**src/hdl/assert_macros.svh**
```systemverilog
// assertion helpers shared by the rtl files
`ifndef ASSERT_MACROS_SVH
`define ASSERT_MACROS_SVH

// condition holds at every clock edge outside reset
`define ESAM_ASSERT_ALWAYS(label, clk, rst, cond) \
   label: assert property (@(posedge clk) disable iff (rst) (cond)) \
      else $error("esam assertion failed");

// when the trigger holds, the consequence holds in the same cycle
`define ESAM_ASSERT_IMPLY(label, clk, rst, trig, cons) \
   label: assert property (@(posedge clk) disable iff (rst) (trig) |-> (cons)) \
      else $error("esam assertion failed");

`endif

```
**src/hdl/esam_pkg.sv**
```systemverilog
package esam_pkg;

   // event kinds
   localparam logic [2:0] KIND_EXECUTED = 3'd0;
   localparam logic [2:0] KIND_SUCCESS  = 3'd1;
   localparam logic [2:0] KIND_PROGRESS = 3'd2;
   localparam logic [2:0] KIND_FAIL     = 3'd3;
   localparam logic [2:0] KIND_ERROR    = 3'd4;

   // entry status codes
   localparam logic [2:0] ST_STARTED  = 3'd0;
   localparam logic [2:0] ST_SUCCESS  = 3'd1;
   localparam logic [2:0] ST_PROGRESS = 3'd2;
   localparam logic [2:0] ST_ERROR    = 3'd3;
   localparam logic [2:0] ST_FAILED   = 3'd4;

   // node types
   localparam logic [2:0] NT_PATTERN      = 3'd0;
   localparam logic [2:0] NT_PATTERN_ELEM = 3'd1;
   localparam logic [2:0] NT_COMPETENCE   = 3'd2;
   localparam logic [2:0] NT_COMP_ELEM    = 3'd3;
   localparam logic [2:0] NT_DRIVE        = 3'd4;
   localparam logic [2:0] NT_ACTION       = 3'd5;

   // rule timeouts in ms
   localparam logic [15:0] RPT_T    = 16'd3333;
   localparam logic [15:0] T_500    = 16'd500;
   localparam logic [15:0] T_800    = 16'd800;
   localparam logic [15:0] T_2000   = 16'd2000;
   localparam logic [15:0] T_3000   = 16'd3000;
   localparam logic [15:0] T_5000   = 16'd5000;

   // stack entry as stored
   typedef struct packed {
      logic [2:0] node_type;
      logic [7:0] element_id;
   } esam_entry_type;

   // announcement candidate passed from front to back
   typedef struct packed {
      logic [2:0] node_type;
      logic [7:0] element_id;
      logic [2:0] status;
   } esam_cand_type;

   // speech rule
   typedef struct packed {
      logic [15:0] timeout;
      logic        repeat_myself;
      logic [15:0] repeat_timeout;
      logic        always_speak;
   } esam_rule_type;

   localparam esam_rule_type RULE_NONE = '{16'd0, 1'b0, 16'd0, 1'b0};

   // fixed rule rom, indexed by node type and status
   function automatic esam_rule_type speak_rule(input logic [2:0] node_type,
                                                input logic [2:0] status);
      esam_rule_type r;
      r = RULE_NONE;
      if (status == ST_ERROR && node_type <= NT_ACTION) begin
         r = '{T_5000, 1'b0, RPT_T, 1'b1};
      end else begin
         case (node_type)
            NT_PATTERN: begin
               if (status == ST_STARTED) r = '{T_500, 1'b0, RPT_T, 1'b0};
               else if (status == ST_SUCCESS) r = '{T_2000, 1'b0, RPT_T, 1'b0};
            end
            NT_COMPETENCE: begin
               if (status == ST_STARTED) r = '{T_800, 1'b0, RPT_T, 1'b0};
               else if (status == ST_SUCCESS) r = '{T_3000, 1'b0, RPT_T, 1'b0};
            end
            NT_DRIVE: begin
               if (status == ST_STARTED || status == ST_SUCCESS)
                  r = '{T_3000, 1'b0, RPT_T, 1'b1};
            end
            NT_ACTION: begin
               if (status == ST_STARTED) r = '{T_800, 1'b0, RPT_T, 1'b0};
               else if (status == ST_SUCCESS) r = '{T_500, 1'b0, RPT_T, 1'b0};
               else if (status == ST_FAILED) r = '{T_5000, 1'b0, RPT_T, 1'b1};
            end
            default: r = RULE_NONE;
         endcase
      end
      return r;
   endfunction

endpackage

```
**src/hdl/esam_front.sv**
```systemverilog
`include "assert_macros.svh"

module esam_front #(
   parameter int STACK_DEPTH = 16
) (
   input  logic                  clock,
   input  logic                  reset,
   input  logic                  req_push,
   output logic                  req_full,
   input  logic [2:0]            req_kind,
   input  logic [2:0]            req_node_type,
   input  logic [7:0]            req_element_id,
   output logic                  q_push,
   output esam_pkg::esam_cand_type q_data,
   input  logic                  q_full
);
   import esam_pkg::*;

   localparam int CW = $clog2(STACK_DEPTH + 1);
   localparam int AW = (STACK_DEPTH > 1) ? $clog2(STACK_DEPTH) : 1;
   localparam logic [CW-1:0] TOP_IDX   = CW'(STACK_DEPTH - 1);
   localparam logic [CW-1:0] DEPTH_CNT = CW'(STACK_DEPTH);

   typedef enum logic [1:0] {
      FR_IDLE   = 2'b01,
      FR_LOOKUP = 2'b10
   } esam_front_state_type;

   esam_front_state_type state_ff, state_in;
   logic [CW-1:0] cnt_ff, cnt_in;       // pointer plus one, zero when empty
   logic [CW-1:0] depth_ff, depth_in;
   logic          push_ff, push_in;
   logic          keep_ff, keep_in;
   logic [2:0]    status_ff, status_in;
   logic [2:0]    type_ff, type_in;
   logic [7:0]    id_ff, id_in;
   logic [AW-1:0] addr_ff, addr_in;
   logic [AW-1:0] rd_addr;
   logic          mem_we;
   esam_entry_type mem [STACK_DEPTH];
   esam_entry_type rd_data_ff;

   logic [CW-1:0] push_target;
   logic [CW-1:0] cnt_m1;
   logic [CW-1:0] addr_p1;
   logic          hit;

   // stack level targets
   assign push_target = (cnt_ff >= DEPTH_CNT) ? TOP_IDX : cnt_ff;
   assign cnt_m1      = cnt_ff - CW'(1);
   assign addr_p1     = CW'(addr_ff) + CW'(1);
   assign hit = (depth_ff > CW'(addr_ff)) && (rd_data_ff.node_type == type_ff) &&
                (rd_data_ff.element_id == id_ff);

   assign req_full = (state_ff != FR_IDLE);

   // classify in idle, compare and update in lookup
   always_comb begin
      state_in  = state_ff;
      cnt_in    = cnt_ff;
      depth_in  = depth_ff;
      push_in   = push_ff;
      keep_in   = keep_ff;
      status_in = status_ff;
      type_in   = type_ff;
      id_in     = id_ff;
      addr_in   = addr_ff;
      mem_we    = 1'b0;
      q_push    = 1'b0;
      q_data    = '0;
      case (state_ff)
         FR_IDLE: begin
            if (req_push) begin
               type_in = req_node_type;
               id_in   = req_element_id;
               keep_in = (req_kind == KIND_PROGRESS);
               case (req_kind)
                  KIND_SUCCESS:  status_in = ST_SUCCESS;
                  KIND_PROGRESS: status_in = ST_PROGRESS;
                  KIND_FAIL:     status_in = ST_FAILED;
                  KIND_ERROR:    status_in = ST_ERROR;
                  default:       status_in = ST_STARTED;
               endcase
               if (req_kind == KIND_EXECUTED) begin
                  push_in  = 1'b1;
                  addr_in  = push_target[AW-1:0];
                  state_in = FR_LOOKUP;
               end else if (req_kind inside {[KIND_SUCCESS:KIND_ERROR]} &&
                            cnt_ff != '0) begin
                  push_in  = 1'b0;
                  addr_in  = cnt_m1[AW-1:0];
                  state_in = FR_LOOKUP;
               end
            end
         end
         FR_LOOKUP: begin
            if (push_ff) begin
               q_data = '{type_ff, id_ff, ST_STARTED};
               if (hit) begin
                  cnt_in   = addr_p1;
                  state_in = FR_IDLE;
               end else if (!q_full) begin
                  q_push   = 1'b1;
                  mem_we   = 1'b1;
                  cnt_in   = addr_p1;
                  depth_in = addr_p1;
                  state_in = FR_IDLE;
               end
            end else begin
               q_data = '{rd_data_ff.node_type, rd_data_ff.element_id, status_ff};
               if (!q_full) begin
                  q_push = 1'b1;
                  cnt_in = cnt_m1;
                  if (!keep_ff) depth_in = cnt_m1;
                  state_in = FR_IDLE;
               end
            end
         end
         default: state_in = FR_IDLE;
      endcase
      rd_addr = addr_in;
   end

   // control state
   always_ff @(posedge clock) begin
      if (reset) begin
         state_ff <= FR_IDLE;
         cnt_ff   <= '0;
         depth_ff <= '0;
      end else begin
         state_ff <= state_in;
         cnt_ff   <= cnt_in;
         depth_ff <= depth_in;
      end
   end

   // held word fields
   always_ff @(posedge clock) begin
      push_ff   <= push_in;
      keep_ff   <= keep_in;
      status_ff <= status_in;
      type_ff   <= type_in;
      id_ff     <= id_in;
      addr_ff   <= addr_in;
   end

   // stack entry memory
   always_ff @(posedge clock) begin
      if (mem_we) mem[addr_ff] <= '{type_ff, id_ff};
      rd_data_ff <= mem[rd_addr];
   end

   `ESAM_ASSERT_ALWAYS(depth_covers_pointer, clock, reset, depth_ff >= cnt_ff)
   `ESAM_ASSERT_ALWAYS(depth_in_range, clock, reset, depth_ff <= DEPTH_CNT)

endmodule

```
**src/hdl/esam_queue.sv**
```systemverilog
`include "assert_macros.svh"

module esam_queue (
   input  logic                    clock,
   input  logic                    reset,
   input  logic                    push,
   output logic                    full,
   input  esam_pkg::esam_cand_type push_data,
   input  logic                    pop,
   output logic                    empty,
   output esam_pkg::esam_cand_type pop_data
);
   import esam_pkg::*;

   esam_cand_type slot_ff [2];
   logic       wr_ff, wr_in;
   logic       rd_ff, rd_in;
   logic [1:0] count_ff, count_in;
   logic       do_push;
   logic       do_pop;

   assign full     = (count_ff == 2'd2);
   assign empty    = (count_ff == 2'd0);
   assign pop_data = slot_ff[rd_ff];
   assign do_push  = push && !full;
   assign do_pop   = pop && !empty;

   // pointer and fill count
   always_comb begin
      wr_in    = do_push ? ~wr_ff : wr_ff;
      rd_in    = do_pop ? ~rd_ff : rd_ff;
      count_in = count_ff + {1'b0, do_push} - {1'b0, do_pop};
   end

   always_ff @(posedge clock) begin
      if (reset) begin
         wr_ff    <= 1'b0;
         rd_ff    <= 1'b0;
         count_ff <= 2'd0;
      end else begin
         wr_ff    <= wr_in;
         rd_ff    <= rd_in;
         count_ff <= count_in;
      end
   end

   // slot storage
   always_ff @(posedge clock) begin
      if (do_push) slot_ff[wr_ff] <= push_data;
   end

   `ESAM_ASSERT_ALWAYS(count_bounded, clock, reset, count_ff <= 2'd2)
   `ESAM_ASSERT_IMPLY(no_push_when_full, clock, reset, push, !full)

endmodule

```
**src/hdl/esam_back.sv**
```systemverilog
`include "assert_macros.svh"

module esam_back (
   input  logic                    clock,
   input  logic                    reset,
   input  logic                    q_empty,
   input  esam_pkg::esam_cand_type q_data,
   output logic                    q_pop,
   output logic                    rsp_empty,
   input  logic                    rsp_pop,
   output logic [2:0]              rsp_out_node_type,
   output logic [7:0]              rsp_out_element_id,
   output logic [2:0]              rsp_out_status,
   output logic [15:0]             rsp_speak_timeout,
   output logic                    rsp_repeat_myself,
   output logic [15:0]             rsp_repeat_timeout,
   output logic                    rsp_always_speak
);
   import esam_pkg::*;

   logic          valid_ff, valid_in;
   esam_cand_type cand_ff;
   esam_rule_type rule_ff;
   esam_rule_type rule;
   logic          out_free;
   logic          load;

   // rule lookup on the queue head
   assign rule     = speak_rule(q_data.node_type, q_data.status);
   assign out_free = !valid_ff || rsp_pop;
   assign q_pop    = !q_empty && out_free;
   assign load     = q_pop && (rule.timeout != 16'd0);

   always_comb begin
      valid_in = valid_ff && !rsp_pop;
      if (load) valid_in = 1'b1;
   end

   always_ff @(posedge clock) begin
      if (reset) valid_ff <= 1'b0;
      else       valid_ff <= valid_in;
   end

   // output word register
   always_ff @(posedge clock) begin
      if (load) begin
         cand_ff <= q_data;
         rule_ff <= rule;
      end
   end

   assign rsp_empty          = !valid_ff;
   assign rsp_out_node_type  = cand_ff.node_type;
   assign rsp_out_element_id = cand_ff.element_id;
   assign rsp_out_status     = cand_ff.status;
   assign rsp_speak_timeout  = rule_ff.timeout;
   assign rsp_repeat_myself  = rule_ff.repeat_myself;
   assign rsp_repeat_timeout = rule_ff.repeat_timeout;
   assign rsp_always_speak   = rule_ff.always_speak;

   `ESAM_ASSERT_IMPLY(word_has_timeout, clock, reset, valid_ff, rule_ff.timeout != 16'd0)

endmodule

```
**src/hdl/exec_stack_announce_monitor.sv**
```systemverilog
// Plan-execution stack monitor. Node events enter on the req_ side as a
// queue push (req_push while req_full is low). Executed events push the
// stack, completion events pop it; each event that reaches a rule with a
// nonzero timeout yields one announcement word on the rsp_ side, read as a
// queue (the word is valid while rsp_empty is low, taken with rsp_pop).
// Events that are ignored or whose rule is silent yield no word.
// The front takes one event at a time and holds req_full high until it is
// done: it does a registered read of the stack entry memory, then the
// compare and write-back, so the memory read paces the events.
// Path: a taken event passes the front, the queue and the output register
// before its word shows on the rsp_ ports when the output side is free.
// A 2-word queue sits between the front and the rule lookup, and an output
// register follows, so the front keeps taking events while words wait. When
// rsp_pop stays low, the queue fills and req_full then holds the front.
// Reset (synchronous, active high) empties the stack, the queue and the
// output register; stack entries are not cleared and need no clearing pass.
module exec_stack_announce_monitor #(
   parameter int STACK_DEPTH = 16
) (
   input  logic        clock,
   input  logic        reset,
   input  logic        req_push,
   output logic        req_full,
   input  logic [2:0]  req_kind,
   input  logic [2:0]  req_node_type,
   input  logic [7:0]  req_element_id,
   output logic        rsp_empty,
   input  logic        rsp_pop,
   output logic [2:0]  rsp_out_node_type,
   output logic [7:0]  rsp_out_element_id,
   output logic [2:0]  rsp_out_status,
   output logic [15:0] rsp_speak_timeout,
   output logic        rsp_repeat_myself,
   output logic [15:0] rsp_repeat_timeout,
   output logic        rsp_always_speak
);
   import esam_pkg::*;

   logic          fq_push;
   logic          fq_full;
   esam_cand_type fq_wdata;
   logic          bq_pop;
   logic          bq_empty;
   esam_cand_type bq_rdata;

   // stack tracking front
   esam_front #(.STACK_DEPTH(STACK_DEPTH)) u_front (
      .clock          (clock),
      .reset          (reset),
      .req_push       (req_push),
      .req_full       (req_full),
      .req_kind       (req_kind),
      .req_node_type  (req_node_type),
      .req_element_id (req_element_id),
      .q_push         (fq_push),
      .q_data         (fq_wdata),
      .q_full         (fq_full)
   );

   // candidate queue
   esam_queue u_queue (
      .clock     (clock),
      .reset     (reset),
      .push      (fq_push),
      .full      (fq_full),
      .push_data (fq_wdata),
      .pop       (bq_pop),
      .empty     (bq_empty),
      .pop_data  (bq_rdata)
   );

   // rule lookup and output register
   esam_back u_back (
      .clock              (clock),
      .reset              (reset),
      .q_empty            (bq_empty),
      .q_data             (bq_rdata),
      .q_pop              (bq_pop),
      .rsp_empty          (rsp_empty),
      .rsp_pop            (rsp_pop),
      .rsp_out_node_type  (rsp_out_node_type),
      .rsp_out_element_id (rsp_out_element_id),
      .rsp_out_status     (rsp_out_status),
      .rsp_speak_timeout  (rsp_speak_timeout),
      .rsp_repeat_myself  (rsp_repeat_myself),
      .rsp_repeat_timeout (rsp_repeat_timeout),
      .rsp_always_speak   (rsp_always_speak)
   );

endmodule
```
**config.mk**
```make
export PLATFORM = sky130hd
export DESIGN_NAME = exec_stack_announce_monitor
export DESIGN_NICKNAME = d
export VERILOG_FILES = /design/src/hdl/esam_pkg.sv /design/src/hdl/esam_front.sv /design/src/hdl/esam_queue.sv /design/src/hdl/esam_back.sv /design/src/hdl/exec_stack_announce_monitor.sv
export VERILOG_INCLUDE_DIRS = /design/src /design/src/hdl
export SDC_FILE = /design/constraint.sdc
export NUM_CORES = 1
export LEC_CHECK = 0
export BUFFER_PORTS_ARGS = -buffer_cell sky130_fd_sc_hd__buf_2
export CORE_AREA = 2 2 200 202
export DETAILED_ROUTE_END_ITERATION = 16
export DIE_AREA = 0 0 202 204
export PLACE_DENSITY = 0.45
export SYNTH_ARGS = -nofsm -noshare
export SYNTH_HDL_FRONTEND = slang
export SYNTH_HIERARCHICAL = 1
export SYNTH_SLANG_ARGS = --single-unit
```
**constraint.sdc**
```tcl
create_clock -name clock -period 3.6 [get_ports clock]
set_input_delay 0.18 -clock clock [delete_from_list [all_inputs] [get_ports clock]]
set_output_delay 0.18 -clock clock [all_outputs]
set_load 0.05 [all_outputs]
```
# Word-level counts from Yosys, hierarchy flattened
# Memories as Yosys holds them, arrays and structs flattened. A register that Yosys moved wholly into a read port is not among the register bits.
# Cells that the tools add are included.
[word_totals]
ff_bits = 85
latchBits = 0
ramBits = 204
romBits = 0
inputBits = 18
memories = 2
[memory_table]
columns = ["memory", "depth", "width", "read_ports", "rd_clocked_by_memory_dff", "wr", "line_no", "source"]
rows = [
  ["u_front.mem", 16, 11, 1, 1, 1, "esam_front.sv:40", "esam_entry_type mem [STACK_DEPTH];"],
  ["u_queue.slot_ff", 2, 14, 1, 1, 1, "esam_queue.sv:15", "esam_cand_type slot_ff [2];"],
]
[classes]
add_sub_neg = 4
multipliers = 0
div = 0
order_cmp = 5
eq_ne = 22
shift = 0
n_mux = 47
bitwise = 3
reduce_logical = 28
[op_table]
columns = ["operator", "n"]
rows = [
  ["two-way mux 34 bit", 5],
  ["one-hot mux 34 bit (4 select lines)", 1],
  ["two-way mux 30 bit", 2],
  ["two-way mux 5 bit", 8],
  ["two-way mux 31 bit", 1],
  ["two-way mux 29 bit", 1],
  ["two-way mux 14 bit", 2],
  ["two-way mux 4 bit", 5],
  ["nonzero test 16 bit", 1],
  ["two-way mux 1 bit", 14],
  ["equality test 3 x 2 -> 1 bit, second input constant", 4],
  ["equality test 3 bit, second input constant", 4],
  ["two-way mux 2 bit", 6],
  ["one-hot mux 3 bit (4 select lines)", 1],
  ["logical AND 1 bit", 10],
  ["zero test 3 bit", 3],
  ["equality test 8 bit", 1],
  ["!= test 2 bit, second input constant", 4],
  ["equality test 3 x 1 -> 1 bit, second input constant", 2],
  ["<= comparator 3 bit, second input constant", 2],
  ["AND reduction 3 bit", 2],
  ["adder 4 x 1 -> 5 bit, second input constant", 1],
  [">= comparator 5 bit, second input constant", 1],
  ["> comparator 5 x 4 -> 1 bit", 1],
  ["other kinds (18)", 27],
]

# Longest topological paths before layout
[logic_depth]
word_depth = 9
ltp_mapped = 15
depth_no_buf = 14

# Cells and area by module
# The synthesis kept the hierarchy.
[by_module_without_submodules]
columns = ["module", "n_inst", "cells_per_inst", "area_per_inst_um2", "seq_area_each_um2"]
rows = [
  ["esam_front", 1, 631, 9313.9, 6306.0],
  ["esam_back", 1, 110, 1363.8, 830.8],
  ["esam_queue", 1, 70, 1238.7, 940.9],
]

# Least setup slack after synthesis
# OpenSTA, ideal clock, no wires.
[synth_timing]
path_type = "reg-to-reg"
start = "register with a tool-made name"
end = "register u_back.rule_ff, in the netlist u_back/rsp_always_speak (enable)"
arrival_ps = 3402
t_required_ps = 3155
slack_ps = -247
path_stages_with_launch = 7
synth_period_minus_slack_ps = 3847
path_cell_list = "dfxtp_1 -> buf_2 -> mux2_1 -> buf_2 -> or3b_1 -> o2111ai_2 -> nor3_1"
[synth_lines]
columns = ["element", "line_no", "source"]
rows = [
  ["to (signal assigned)", "esam_back.sv:48", "rule_ff <= rule;"],
  ["to (decl)", "esam_back.sv:23", "esam_rule_type rule_ff;"],
]

# Final worst setup path
[layout_timing]
start = "register u_front.cnt_ff[0]"
end = "register u_front/rd_data_ff[4] (netlist name)"
[layout_between]
elab_chain_cells = 6
elab_cells_between_ends = 9
cone_classes = "add/sub (1); order compare (1); mux (5); reduce/logical (2)"
[layout_rtl]
columns = ["element", "line_no", "source"]
rows = [
  ["from (decl)", "esam_front.sv:30", "logic [CW-1:0] cnt_ff, cnt_in;"],
  ["from (signal assigned)", "esam_front.sv:132", "cnt_ff <= cnt_in;"],
  ["parallel branches: the longest is 3 deep, another holds subtractor 5 x 1 -> 5 bit", "n/a", ""],
  ["two-way mux 4 bit (*)", "esam_front.sv:84", "if (req_kind == KIND_EXECUTED) begin"],
  ["two-way mux 4 bit (*)", "esam_front.sv:73", "if (req_push) begin"],
  ["two-way mux 4 bit (*)", "esam_front.sv:71", "case (state_ff)"],
]
# Every way passes the cells marked *.
# A chain may end at the register's enable or synchronous reset.

==> impl_results.html <==
<table>
<tr><th>Metric</th><th>Value</th></tr>
<tr><th colspan="2">Finish</th></tr>
<tr><td>Area growth from synthesis to final layout</td><td>17.6%</td></tr>
<tr><td>Antenna Cells</td><td>0</td></tr>
<tr><td>Leading cell types in the layout, fill and taps excluded</td><td>edfxtp_1, mux2i_1, buf_2, a211oi_1, and3_1</td></tr>
<tr><td>Post-layout nets</td><td>922</td></tr>
<tr><td>Fill cell count</td><td>3,714</td></tr>
<tr><td>Fraction of final layout cells sized beyond drive strength 1</td><td>18.5%</td></tr>
<tr><td>Commonest non-fill, non-tap cell in the layout</td><td>edfxtp_1</td></tr>
<tr><th colspan="2">CTS</th></tr>
<tr><td>CTS HTree Levels</td><td>1</td></tr>
<tr><td>TritonCTS clock tree</td><td>done</td></tr>
<tr><td>Number of buffers inserted to repair setup after CTS</td><td>0</td></tr>
<tr><td>Clock latency on the worst-skew pair</td><td>0.56 ns</td></tr>
<tr><td>Reg clk slew, reported paths</td><td>0.06 ns</td></tr>
<tr><td>Total clock sinks</td><td>280</td></tr>
<tr><td>Maximum clock insertion buffer count</td><td>3</td></tr>
<tr><td>Cell chosen for the clock root</td><td>clkbuf_16</td></tr>
<tr><td>TritonCTS buffer count</td><td>30</td></tr>
<tr><th colspan="2">Worst setup path</th></tr>
<tr><td>Top fanout value on the critical path</td><td>20</td></tr>
<tr><td>Crit path arrival time</td><td>3.87 ns</td></tr>
<tr><td>Critical Path Sink</td><td>u_front/rd_data_ff[4]</td></tr>
<tr><td>WP buf/inv</td><td>3</td></tr>
<tr><td>Endpoint of the worst-slack reg-to-reg timing path</td><td>u_front/rd_data_ff[4]</td></tr>
<tr><td>Family with the most delay on the worst path</td><td>compound AO/OA/AOI/OAI gates</td></tr>
<tr><td>Cell depth of the worst flop-to-flop path</td><td>10</td></tr>
<tr><td>Beginning of the critical path</td><td>u_front/cnt_ff[0]</td></tr>
<tr><td>Number of gates on the worst path with buffers counted</td><td>10</td></tr>
<tr><td>Flop-to-flop setup slack</td><td>0.23 ns</td></tr>
<tr><td>Cell type of the slowest stage on the worst timing path</td><td>a2111oi_0</td></tr>
<tr><td>Capturing element type of the critical path</td><td>flip-flop</td></tr>
<tr><td>Critical path data required time</td><td>4.10 ns</td></tr>
<tr><td>Most common cell type on the critical path</td><td>inv_1</td></tr>
<tr><td>CP Launch Type</td><td>flip-flop</td></tr>
<tr><td>Origin of the critical flop-to-flop path</td><td>u_front/cnt_ff[0]</td></tr>
<tr><td>Critical path start-end classification</td><td>reg -&gt; reg</td></tr>
<tr><td>Critical Path, Cell by Cell</td><td>inv_1, ha_1, nor4b_4, maj3_2, nand2b_4, inv_2, o22ai_2, inv_1, a2111oi_0, or4_1</td></tr>
<tr><td>Maximum cell stage delay along the critical path</td><td>0.96 ns</td></tr>
<tr><th colspan="2">Die</th></tr>
<tr><td>Die Area</td><td>41,200 µm²</td></tr>
<tr><td>Total core area</td><td>39,200 µm²</td></tr>
<tr><td>Total I/O pin count</td><td>68</td></tr>
<tr><td>Horiz. Die Dim</td><td>202 µm</td></tr>
<tr><td>Die extent in y</td><td>204 µm</td></tr>
<tr><td>Initial standard-cell utilization of the core</td><td>30.4%</td></tr>
<tr><td>Site row count</td><td>73</td></tr>
<tr><th colspan="2">Power and ir drop</th></tr>
<tr><td>Internal Power</td><td>5910 µW</td></tr>
<tr><td>Share of power burned in the clock network</td><td>38.9%</td></tr>
<tr><td>Share of power burned in combinational logic</td><td>14.4%</td></tr>
<tr><td>Power density over the cells</td><td>569 nW/µm²</td></tr>
<tr><td>VDD IR max</td><td>0.319 mV</td></tr>
<tr><td>Leak pwr</td><td>0.00498 µW</td></tr>
<tr><td>Switching power</td><td>2070 µW</td></tr>
<tr><td>Net switching share of the total power</td><td>25.9%</td></tr>
<tr><td>Sum of internal, switching and leakage power</td><td>7980 µW</td></tr>
<tr><td>Part of the total power dissipated in sequential elements</td><td>46.7%</td></tr>
<tr><th colspan="2">Job</th></tr>
<tr><td>Max-Cap Viols</td><td>0</td></tr>
<tr><th colspan="2">Outcome</th></tr>
<tr><td>Outcome</td><td>finished, final reports clean</td></tr>
<tr><th colspan="2">Synthesis</th></tr>
<tr><td>Proportion of synthesized flip-flops having asynchronous set or reset</td><td>0%</td></tr>
<tr><td>Cell Area, Synth</td><td>11,900 µm²</td></tr>
<tr><td>Distinct cell type count of the synthesized netlist</td><td>68</td></tr>
<tr><td>Area share of xor/xnor cells in the synthesized design</td><td>1.47%</td></tr>
<tr><td>Dominant synthesized flop cell</td><td>edfxtp_1</td></tr>
<tr><td>Simple-gate portion of the synthesized area</td><td>8.94%</td></tr>
<tr><td>Flops &amp; latches, synth</td><td>280</td></tr>
<tr><td>Sequential share of the synthesized area</td><td>67.8%</td></tr>
<tr><td>Dominant combinational cell family by area after synthesis</td><td>compound AO/OA/AOI/OAI gates</td></tr>
<tr><td>Post-synthesis adder-cell area fraction</td><td>1.46%</td></tr>
<tr><td>Number of flops mapped to enable cells by yosys</td><td>247</td></tr>
<tr><td>Synthesized area divided by synthesized cell count</td><td>14.7 µm²</td></tr>
<tr><td>Complex-gate fraction of the synthesized area</td><td>9.01%</td></tr>
<tr><td>Mux share of post-synthesis cell area</td><td>6.87%</td></tr>
<tr><td>Total number of yosys warnings</td><td>6</td></tr>
<tr><td>Mapped Cells</td><td>811</td></tr>
<tr><th colspan="2">Timing</th></tr>
<tr><td>Clock skew after layout</td><td>0.0111 ns</td></tr>
<tr><td>Post-Route Hold Slack</td><td>0.0318 ns</td></tr>
<tr><td>Final critical-path share of the clock period</td><td>93.6%</td></tr>
<tr><td>Final-report hold violation count</td><td>0</td></tr>
<tr><td>Upper clock frequency limit</td><td>297 MHz</td></tr>
<tr><td>Worst rel slew slack</td><td>33.9%</td></tr>
<tr><td>Number of setup violations in the final report</td><td>0</td></tr>
<tr><td>Sum of negative setup slack</td><td>0 ns</td></tr>
<tr><td>Final number of max-transition violations</td><td>0</td></tr>
<tr><td>Min cycle time layout</td><td>3.37 ns</td></tr>
<tr><td>Setup repair after global routing missed its margin</td><td>false</td></tr>
<tr><td>Worst Setup Slack, final</td><td>0.230 ns</td></tr>
<tr><td>Transition at the pin with the smallest max-transition slack</td><td>0.966 ns</td></tr>
<tr><th colspan="2">Drt</th></tr>
<tr><td>Iter 0 DRT Violations</td><td>442</td></tr>
<tr><td>Post-detailed-route via-to-cell ratio</td><td>4.70</td></tr>
<tr><td>Count of TritonRoute iterations in the first routing pass</td><td>4</td></tr>
<tr><td>Average wire length per cell after detail routing</td><td>18.8 µm</td></tr>
<tr><td>Total via count in the routed design</td><td>6,773</td></tr>
<tr><td>Count of antenna-violating nets left after detailed routing</td><td>0</td></tr>
<tr><td>Routed wire length</td><td>27.1 mm</td></tr>
<tr><td>Residual DRC</td><td>0</td></tr>
<tr><th colspan="2">Min path</th></tr>
<tr><td>Worst min-delay path category</td><td>in -&gt; reg</td></tr>
<tr><th colspan="2">Global routing</th></tr>
<tr><td>Maximum number of pins on one net before global-route repair</td><td>90</td></tr>
<tr><td>Vias in the first global route</td><td>6,626</td></tr>
<tr><td>Global-route wire length before repair</td><td>41.4 mm</td></tr>
<tr><td>Leftover overflow at the end of global routing</td><td>0</td></tr>
<tr><td>Antenna violations before repair</td><td>0</td></tr>
<tr><td>Gr usage total</td><td>13.1%</td></tr>
<tr><th colspan="2">Placement</th></tr>
<tr><td>HPWL after DPL</td><td>17.5 mm</td></tr>
<tr><td>PortBufs</td><td>50</td></tr>
<tr><td>Dpl ws</td><td>0.156 ns</td></tr>
<tr><td>Placer congestion estimate</td><td>0.728</td></tr>
</table>
==> Yosys cell counts (4+ instances only) <==
| master | number | area, µm² |
|---|---|---|
| inv_1 | 29 | 109 |
| nand2b_1 | 5 | 31.3 |
| dfxtp_1 | 33 | 661 |
| nor2_1 | 34 | 128 |
| xnor2_1 | 18 | 158 |
| nor3_1 | 10 | 50.1 |
| a211oi_1 | 50 | 375 |
| edfxtp_1 | 247 | 7420 |
| and3_1 | 45 | 282 |
| clkbuf_1 | 24 | 90.1 |
| mux2_2 | 4 | 45.0 |
| nor2b_1 | 17 | 106 |
| buf_2 | 21 | 105 |
| and3b_1 | 4 | 35.0 |
| or4_1 | 10 | 75.1 |
| and2_1 | 4 | 25.0 |
| o21ai_0 | 6 | 30.0 |
| nand3_1 | 6 | 30.0 |
| buf_4 | 24 | 180 |
| mux2_1 | 10 | 113 |
| a21oi_1 | 9 | 45.0 |
| o21ai_1 | 5 | 25.0 |
| ha_1 | 13 | 163 |
| a2111o_1 | 4 | 45.0 |
| a2111oi_0 | 41 | 359 |
| mux2i_1 | 66 | 661 |
| nand2_1 | 14 | 52.6 |
==> worst min-delay path by stage <==
| stage | depth (start not counted) | startpoint | to | slack, ns |
|---|---|---|---|---|
| 2_1_floorplan | 1 | reset | u_queue/wr_ff | 0.25 |
| 3_3_place_gp | 1 | req_node_type[1] | u_front/type_ff[1] | 0.37 |
| 3_5_place_dp | 1 | req_node_type[1] | u_front/type_ff[1] | 0.38 |
| 4_1_cts | 2 | reset | u_front/cnt_ff[2] | 0.003 |
| 5_1_grt | 2 | reset | u_front/cnt_ff[4] | 0.03 |
| 6_report | 2 | reset | u_front/cnt_ff[4] | 0.03 |
==> what timing repair did <==
item                                    in CTS  in global routing
hold buffers                                12                  0
gates resized for setup                      0                  2
endpoints found under the setup margin       0                  2
endpoints found under the hold margin       12                  0
==> power by group through the flow <==
stage,Combinational (µW),Sequential [µW],Clock (µW)
3_3_place_gp,1150,3800,0
5_1_grt,1250,3730,3330
2_1_floorplan,786,3770,0
6_report,1150,3720,3100
3_5_place_dp,1150,3800,0
4_1_cts,1160,3730,3210
==> logic make-up after synthesis <==
logic type / after synthesis
multiplexers: 80
buffers and inverters: 104
AO/OA/AOI/OAI: 135
adder cells (fa/ha/maj): 14
XOR/XNOR: 20
AND/OR/NAND/NOR: 177
flip-flops: 280
other: 1
==> registers in the layout (all words and copies together) (netlist names), 4 cells and up, named ones only <==
| signal | flops |
|---|---|
| u_back/rsp_out_element_id | 8 |
| u_back/rsp_speak_timeout | 11 |
| u_front/addr_ff | 4 |
| u_front/cnt_ff | 5 |
| u_front/depth_ff | 5 |
| u_front/id_ff | 8 |
| u_front/mem | 176 |
| u_front/rd_data_ff | 11 |
| u_queue/slot_ff | 28 |
==> per-layer routing <==
metal / global-route usage [%] / share of wire, % / wire length, µm / vias to the layer above
li1: - / - / - / 3282
met1: 18.2 / 47 / 12800 / 3330
met2: 21.6 / 47 / 12800 / 131
met3: 1.82 / 4.1 / 1100 / 30
met4: 3.26 / 1.4 / 390 / 0
met5: 0 / 0 / 0 / -
==> stage by stage <==
stage	std cells	utilization [%]	instance area [µm²]
after floorplan	827	-	12000
after global placement	1372	32.9	12900
after detailed placement	1372	32.9	12900
after CTS	1440	35.8	14000
after global routing	1440	35.8	14000
final	1440	35.8	14000
==> final cells by class <==
type	count	area (µm²)	share of cell area, %
sequential	280	8080	57.6
multi-input combinational	443	3400	24.3
clock buffer	40	840	5.99
timing repair buffer	105	756	5.39
tap	525	657	4.69
clock inverter	16	166	1.19
inverter	31	116	0.830
No activity file was read; power rests on OpenSTA's default activity.
